--- src/design/kpa_pkg.sv ---
`timescale 1ns / 1ps
// ----------------------------------------------------------------------------
// kpa_pkg - keypad event to ASCII shared definitions
// Key indexes, character codes and the two 4x10 layer lookup tables.
// ----------------------------------------------------------------------------
package kpa_pkg;

  localparam int unsigned KEY_COUNT = 40;

  typedef logic [6:0] kpa_char_t;
  typedef logic [5:0] kpa_idx_t;

  // Matrix indexes (key code minus one)
  localparam kpa_idx_t IDX_ENTER     = 6'd19;
  localparam kpa_idx_t IDX_SYMBOL    = 6'd20;
  localparam kpa_idx_t IDX_LETTER_B  = 6'd25;
  localparam kpa_idx_t IDX_CAPS      = 6'd28;
  localparam kpa_idx_t IDX_BACKSPACE = 6'd29;
  localparam kpa_idx_t IDX_SPACE     = 6'd30;

  localparam kpa_char_t CH_NONE  = 7'h00;
  localparam kpa_char_t CH_BS    = 7'h08;
  localparam kpa_char_t CH_CR    = 7'h0d;
  localparam kpa_char_t CH_SPACE = 7'h20;
  localparam kpa_char_t CH_UC_B  = 7'h42;
  localparam kpa_char_t CH_LC_A  = 7'h61;
  localparam kpa_char_t CH_LC_B  = 7'h62;
  localparam kpa_char_t CH_LC_Z  = 7'h7a;

  localparam kpa_char_t NORMAL_TAB [KEY_COUNT] = '{
    7'h71, 7'h77, 7'h65, 7'h72, 7'h74, 7'h79, 7'h75, 7'h69, 7'h6f, 7'h70,
    7'h61, 7'h73, 7'h64, 7'h66, 7'h67, 7'h68, 7'h6a, 7'h6b, 7'h6c, 7'h0d,
    7'h00, 7'h7a, 7'h78, 7'h63, 7'h76, 7'h62, 7'h6e, 7'h6d, 7'h00, 7'h00,
    7'h20, 7'h00, 7'h00, 7'h00, 7'h00, 7'h00, 7'h00, 7'h00, 7'h00, 7'h00
  };

  localparam kpa_char_t SYMBOL_TAB [KEY_COUNT] = '{
    7'h31, 7'h32, 7'h33, 7'h34, 7'h35, 7'h36, 7'h37, 7'h38, 7'h39, 7'h30,
    7'h2a, 7'h2f, 7'h2b, 7'h2d, 7'h3d, 7'h3a, 7'h27, 7'h22, 7'h40, 7'h00,
    7'h00, 7'h5f, 7'h24, 7'h3b, 7'h3f, 7'h21, 7'h2c, 7'h2e, 7'h00, 7'h00,
    7'h20, 7'h00, 7'h00, 7'h00, 7'h00, 7'h00, 7'h00, 7'h00, 7'h00, 7'h00
  };

endpackage

--- src/design/keypad_event_to_ascii_unit.sv ---
`timescale 1ns / 1ps
// ----------------------------------------------------------------------------
// keypad_event_to_ascii_unit - keypad matrix event to ASCII character
// Tracks the symbol-layer and caps-lock keys and turns key presses into at
// most one ASCII character per event.
// ----------------------------------------------------------------------------
//
//  channel  | direction | tdata fields (low bit up)        | per transaction
//  ---------+-----------+----------------------------------+-----------------
//  in_      | slave     | event_byte[7:0]                  | one keypad event
//  out_     | master    | char_code[6:0], 1 zero pad bit   | zero or one char
//
//  One event is taken every clock cycle while the output is not stalled. An
//  accepted event sits in the input register until it can move on, is
//  translated by the table lookup and flag logic, and its character is then
//  loaded into the output register, which drives out_tvalid. Events that
//  give no character still pass through the input register and update the
//  flags in order. Reset (rst_n low, synchronous) clears both flags and
//  both valid bits. A stalled output holds the input register; in_tready
//  drops only when the input register is full and cannot move on.
//
module keypad_event_to_ascii_unit (
  input  logic       clk,
  input  logic       rst_n,
  input  logic       in_tvalid,
  output logic       in_tready,
  input  logic [7:0] in_tdata,   // [7:0] event_byte
  output logic       out_tvalid,
  input  logic       out_tready,
  output logic [7:0] out_tdata   // [6:0] char_code, [7] zero
);

  import kpa_pkg::*;

  // Input register
  logic       in_vld_r, in_vld_nxt;
  logic [7:0] ev_r, ev_nxt;

  // Flags
  logic sym_r, sym_nxt;
  logic caps_r, caps_nxt;

  // Output register
  logic      out_vld_r, out_vld_nxt;
  kpa_char_t char_r, char_nxt;

  // Translation of the held event
  logic      advance;
  logic      press;
  logic [6:0] code;
  logic      key_ok;
  kpa_idx_t  idx;
  kpa_idx_t  tab_idx;
  kpa_char_t norm_c;
  kpa_char_t sym_c;
  kpa_char_t lut_c;
  kpa_char_t res_c;

  // Move the held event on when the output register is free or being drained
  assign advance   = in_vld_r && (!out_vld_r || out_tready);
  assign in_tready = !in_vld_r || advance;

  assign press   = ev_r[7];
  assign code    = ev_r[6:0];
  assign key_ok  = (code != 7'd0) && (code <= 7'(KEY_COUNT));
  assign idx     = 6'(code - 7'd1);
  // Keep the table index in range for codes that are dropped anyway
  assign tab_idx = key_ok ? idx : '0;
  assign norm_c  = NORMAL_TAB[tab_idx];
  assign sym_c   = SYMBOL_TAB[tab_idx];

  always_comb begin
    // Normal layer raises a..z under caps lock; symbol layer ignores it
    if (sym_r) begin
      lut_c = sym_c;
    end else if (caps_r && norm_c >= CH_LC_A && norm_c <= CH_LC_Z) begin
      lut_c = norm_c & ~7'h20;
    end else begin
      lut_c = norm_c;
    end

    if (!key_ok || !press || idx == IDX_SYMBOL || idx == IDX_CAPS) begin
      res_c = CH_NONE;
    end else if (idx == IDX_BACKSPACE) begin
      res_c = CH_BS;
    end else if (idx == IDX_LETTER_B) begin
      res_c = caps_r ? CH_UC_B : CH_LC_B;
    end else if (idx == IDX_ENTER) begin
      res_c = CH_CR;
    end else if (idx == IDX_SPACE) begin
      res_c = CH_SPACE;
    end else begin
      res_c = lut_c;
    end
  end

  always_comb begin
    in_vld_nxt  = in_vld_r;
    ev_nxt      = ev_r;
    sym_nxt     = sym_r;
    caps_nxt    = caps_r;
    out_vld_nxt = out_vld_r;
    char_nxt    = char_r;

    // Drop the delivered character
    if (out_vld_r && out_tready) begin
      out_vld_nxt = 1'b0;
    end

    if (advance) begin
      in_vld_nxt = 1'b0;
      if (key_ok && idx == IDX_SYMBOL) begin
        sym_nxt = press;
      end
      if (key_ok && idx == IDX_CAPS && press) begin
        caps_nxt = !caps_r;
      end
      if (res_c != CH_NONE) begin
        out_vld_nxt = 1'b1;
        char_nxt    = res_c;
      end
    end

    // Capture a new event
    if (in_tvalid && in_tready) begin
      in_vld_nxt = 1'b1;
      ev_nxt     = in_tdata;
    end
  end

  always_ff @(posedge clk) begin
    if (!rst_n) begin
      in_vld_r  <= 1'b0;
      sym_r     <= 1'b0;
      caps_r    <= 1'b0;
      out_vld_r <= 1'b0;
    end else begin
      in_vld_r  <= in_vld_nxt;
      sym_r     <= sym_nxt;
      caps_r    <= caps_nxt;
      out_vld_r <= out_vld_nxt;
    end
  end

  always_ff @(posedge clk) begin
    ev_r   <= ev_nxt;
    char_r <= char_nxt;
  end

  assign out_tvalid = out_vld_r;
  assign out_tdata  = {1'b0, char_r};

  // Caps lock flips only when a caps press leaves the input register
  a_caps_flip : assert property (@(posedge clk) disable iff (!rst_n)
    (caps_r != $past(caps_r)) |->
      $past(advance && key_ok && idx == IDX_CAPS && press))
    else $error("caps lock changed without a caps key press");

  // Symbol flag moves only on a symbol key event
  a_sym_change : assert property (@(posedge clk) disable iff (!rst_n)
    (sym_r != $past(sym_r)) |-> $past(advance && key_ok && idx == IDX_SYMBOL))
    else $error("symbol layer changed without a symbol key event");

  // A new character comes only from an event leaving the input register
  a_out_source : assert property (@(posedge clk) disable iff (!rst_n)
    (out_vld_r && !$past(out_vld_r && !out_tready) && $past(rst_n)) |->
      $past(advance))
    else $error("output character without a translated event");

  // Every delivered character is non-empty
  a_out_nonzero : assert property (@(posedge clk) disable iff (!rst_n)
    out_vld_r |-> (char_r != CH_NONE))
    else $error("empty character presented on the output");

endmodule
--- config.mk ---
export PLATFORM = sky130hd
export DESIGN_NAME = keypad_event_to_ascii_unit
export DESIGN_NICKNAME = d
export VERILOG_FILES = /design/src/design/kpa_pkg.sv /design/src/design/keypad_event_to_ascii_unit.sv
export SDC_FILE = /design/constraint.sdc
export NUM_CORES = 1
export LEC_CHECK = 0
export BUFFER_PORTS_ARGS = -buffer_cell sky130_fd_sc_hd__buf_2
export CORE_ASPECT_RATIO = 0.75
export CORE_MARGIN = 1.5
export CORE_UTILIZATION = 50
export CTS_BUF_LIST = sky130_fd_sc_hd__clkbuf_8
export DETAILED_ROUTE_END_ITERATION = 10
export PLACE_DENSITY = 0.73
export SLEW_MARGIN = 20
export SYNTH_ARGS = -nofsm -noshare
export SYNTH_HDL_FRONTEND = slang
export SYNTH_SLANG_ARGS = --single-unit
--- constraint.sdc ---
create_clock -name clk -period 13.72 [get_ports clk]
set_clock_uncertainty 0.1 [all_clocks]
set_input_delay 3.43 -clock clk [delete_from_list [all_inputs] [get_ports clk]]
set_output_delay 3.43 -clock clk [all_outputs]
set_load 0.005 [all_outputs]
-- Word level (Yosys, flattened, before mapping)
Memories as Yosys holds them, arrays and structs flattened.
Index checks and enable logic that the tools add are counted.
- memories kept: 2
- output and inout port bits: 10
- register bits: 19
- word-level logic and storage cells: 63
- bits in read-only memories: 896
- magnitude comparators: 4
- equality and inequality tests: 6
- mux-type cells: 18
- reduce and logical (&&, ||, !) cells: 25
- $add $sub $neg: 1
- bitwise logic cells: 1
- memory list (name ; words ; bits a word ; rd ports ; clocked after memory_dff ; write ports ; line ; text):
    (name not given) ; 64 ; 7 ; 1 ; 0 ; 0 ; keypad_event_to_ascii_unit.sv:70 ; assign sym_c = SYMBOL_TAB[tab_idx];
    (name not given) ; 64 ; 7 ; 1 ; 0 ; 0 ; keypad_event_to_ascii_unit.sv:69 ; assign norm_c = NORMAL_TAB[tab_idx];
- operators by type and width (cell ; number):
    $mux W7 ; 10
    $eq A6 B5 Y1 const B ; 6
    $mux W6 ; 3
    $ge A7 B7 Y1 const B ; 2
    $reduce_bool A7 Y1 ; 2
    $logic_and A1 B1 Y1 ; 9
    $le A7 B6 Y1 const B ; 1
    $le A7 B7 Y1 const B ; 1
    $not A6 Y7 ; 1
    $reduce_and A2 Y1 ; 3
    $sub A6 B1 Y6 const B ; 1
    $logic_not A1 Y1 ; 5
    $logic_or A1 B1 Y1 ; 5
    $mux W1 ; 5
    $reduce_bool A2 Y1 ; 1

-- Logic depth before layout (Yosys ltp)
- depth after elaboration: 20
- depth in mapped cells: 21

-- Worst setup path before layout
No wires, ideal clock.
- path kind: input to output
- start point: input port out_tready
- end point: output port in_tready
- path buffers: 0
- data required time: 10.190 ns
- cell stages on the path: 2
- path slack: 6.528 ns
- arrival time: 3.662 ns
- path through: nor2b_1 nand2_1
- longest elaborated chain between the ends: 3
- ends and longest elaborated chain (element ; line ; text):
    start: declaration ; keypad_event_to_ascii_unit.sv:29 ; input logic out_tready,
    $logic_or A1 B1 Y1 ; keypad_event_to_ascii_unit.sv:60 ; assign advance = in_vld_r && (!out_vld_r || out_tready);
    $logic_and A1 B1 Y1 ; keypad_event_to_ascii_unit.sv:60 ;
    $logic_or A1 B1 Y1 ; keypad_event_to_ascii_unit.sv:61 ; assign in_tready = !in_vld_r || advance;
    end: declaration ; keypad_event_to_ascii_unit.sv:26 ; output logic in_tready,
Every way passes these cells.

-- Final worst setup path
Ends and elaborated chain as after synthesis.

==> metrics <==
core area 4955 sq um; first-pass GRT wire length 12.77 mm; die width 86.55 microns; # diodes 0; final worst-path cycle share 54.35%; htree depth 1; outcome finished clean; Worst Reg2Reg Path Length in Cells 15; area leader, netlist edfxtp_1; clock latency on the worst-skew pair 0.27 ns; Max VDD drop 0.00005854 V; main flop type after synthesis edfxtp_1; DRC 0; initial antenna violation count 0; crit-path cells buf_2 -> nor2b_1 -> nand2_1 -> buf_2; cts hold-fix bufs 0; Power Total 0.1846 mW; Seq/Total Area, Yosys 20.27%; RSZ-0062 raised after global routing no; Max Cap Viol 0; FFs w/ async S/R, synth 0%; measured slew at the worst slew-check pin 1.021 ns; HP Class register to register; Initial Utilization 52.83%; # clock sinks 19; pre-CTS setup slack 6.271 ns; Ports 22; Synth Area per Inst 7.654 sq um; hold_ws 0.4493 ns; number of buffers created by CTS 3; FILL cells 469; GRT Total Usage 29.31%; gr ovfl total 0; TritonCTS clock tree built; Final Max Slew Viols 0; Switching Fraction 39.54%; Crit-path slowest cell nor2b_1; count leader, synth nand2_1; Max Buffers Root-to-Sink 2; Setup Crit Path Kind primary input to output pin; Synthesis Warnings 0; die height 65.66 microns; Worst EP arrival 3.93 ns; Internal Power 0.1116 mW; CP Capture Type output pin; Synth Register Bits 19; Final Setup Violations 0; CTS Root Cell clkbuf_8; Slew HR 31.65%; DR vias 2847; crit path buf inv count 2; largest cells by area after synthesis edfxtp_1 (17%), ha_1 (7.2%), a21oi_1 (4.0%); detailed placement HPWL 5.942 mm; Clock power frac 22.8%; Post-CTS Setup Bufs 0; crit start category primary input; Final ANT Viol Nets 0; Core Rows 22; Comb power frac 40.3%; CP required 10.19 ns; Min Clock Period, post-route 7.457 ns; top cell type's share of synthesized area 17.21%; post-route cell area 2733 sq um; Post-synth top cells nand2_1 (28), nor2_1 (23), a21oi_1 (21); sequential power share 36.9%; Syn Nets 369; drt pass-1 iters 5; delay-heaviest family, CP simple AND/OR/NAND/NOR gates; Crit path depth 4; CP dominant cell by count buf_2; Final Hold Fails 0; Final Wtd Congestion 1.010; setup_tns 0 ns; Initial DRC Count 439; vias in the first global route 2359; hold path depth 2; Power Dens Cells 67.55 nW/um^2; pin count of the biggest net entering global routing 41; routed len/inst 20.32 microns; Vias per Instance 7.047; Area after DPL 2684 sq um; fraction of layout instances using a drive strength above 1 12.79%; clock transition at the registers of the reported paths 0.08 ns; Post-CTS Resized 0; worst-path maximum fanout 3; Layout area overhead 4.398%; Final WS setup 6.263 ns; Final Routed Wirelength 8.210 mm; cell count after synthesis 342; I/O Buffers 20; Net Sw Power 0.07299 mW; # nets final 372; f_max 134.1 MHz; total die area 5683 sq um; Unique masters post-synth 75; Mapped Area 2618 sq um; P_leak 0.9915 nW; delay of the slowest critical-path stage 0.17 ns; count of flip-flops with a built-in enable after synthesis 15
[placed cells by master, fill, tap and decap left out, drive strengths merged, types with 3 or more instances in the layout]
| cell type | synthesis | layout |
|---|---|---|
| nor3 | 14 | 14 |
| o22ai | 8 | 8 |
| xnor2 | 6 | 6 |
| nor2 | 23 | 23 |
| o211ai | 10 | 10 |
| and2 | 5 | 5 |
| nand2b | 9 | 9 |
| or4 | 4 | 4 |
| nor2b | 8 | 8 |
| o31ai | 3 | 3 |
| or3 | 6 | 6 |
| ha | 15 | 15 |
| edfxtp | 15 | 15 |
| and3 | 3 | 3 |
| or2 | 4 | 4 |
| a21oi | 22 | 22 |
| a211oi | 4 | 4 |
| inv | 11 | 11 |
| clkbuf | 11 | 3 |
| a22oi | 3 | 3 |
| a21boi | 6 | 6 |
| a31oi | 6 | 6 |
| nand2 | 28 | 28 |
| o21ai | 20 | 20 |
| nor4 | 8 | 8 |
| a211o | 4 | 4 |
| o2111ai | 4 | 4 |
| nand3 | 13 | 13 |
| dfxtp | 4 | 4 |
| o21bai | 3 | 3 |
| buf | 18 | 27 |
[area by class of cell]
class	instances	area [sq um]	share of cell area [%]
sequential	19	530.5	19.41
multi-input combinational	283	1884	68.96
tap	60	75.07	2.747
timing repair buffer	27	152.6	5.586
clock inverter	1	7.507	0.2747
inverter	11	41.29	1.511
clock buffer	3	41.29	1.511
[flip-flops by register name (all words and copies together), names as in the netlist]
| signal | cells |
|---|---|
| ev_r | 8 |
| char_r | 7 |
| caps_r | 1 |
| in_vld_r | 1 |
| out_tvalid | 1 |
| sym_r | 1 |
[cells by family after synthesis]
family	count (synthesis)	synth area share [%]
other cells	1	0.1433
flops	19	20.27
buf+inv	40	7.744
fa+ha+maj	16	7.553
mux	2	0.7648
compound gates	122	33.46
xor+xnor	8	2.677
simple gates	134	27.39
[power by group through the flow]
stage | Combinational [mW] | Sequential [mW] | Clock (mW)
after floorplan | 0.0558 | 0.0673 | 0
after global placement | 0.0713 | 0.0693 | 0
after detailed placement | 0.0713 | 0.0693 | 0
after CTS | 0.0716 | 0.0681 | 0.0418
after global routing | 0.0799 | 0.0685 | 0.0444
final | 0.0744 | 0.0681 | 0.0421
[per-stage QoR]
| stage | utilization [%] | std cells |
|---|---|---|
| after floorplan | - | 342 |
| after global placement | 54.17 | 400 |
| after detailed placement | 54.17 | 400 |
| after CTS | 55.15 | 404 |
| after global routing | 55.15 | 404 |
| final | 55.15 | 404 |
[worst reg2reg max path, cell delays in order, from the launching register on]
cell and delay (ns):
edfxtp_1 0.68, inv_1 0.23, ha_1 0.19, nand2b_1 0.09, a221o_1 0.34, or3_1 0.48, inv_1 0.24, ha_1 0.31
a21boi_0 0.14, o31ai_1 0.22, nor4_1 0.08, o32ai_1 0.51, nor3_1 0.12, o41ai_1 0.46, nor4b_1 0.16, a21oi_1 0.60
[final timing paths]
check | slack, ns | end | start
max | 6.26 | in_tready | out_tready
min | 0.45 | in_vld_r$_SDFFE_PN0P_ | in_vld_r$_SDFFE_PN0P_
max reg2reg | 8.40 | char_r[5]$_DFFE_PP_ | ev_r[1]$_DFFE_PP_
min reg2reg | 0.45 | in_vld_r$_SDFFE_PN0P_ | in_vld_r$_SDFFE_PN0P_
[routing by layer]
layer  vias up  GRT usage [%]  wire length (microns)
met5         -              0                      0
met4         0          7.863                    193
met3        21          6.281                    921
met2       188          41.31                   3451
met1      1323          44.41                   3643
li1       1315              -                      -
Power figures use the tool's default switching activity.
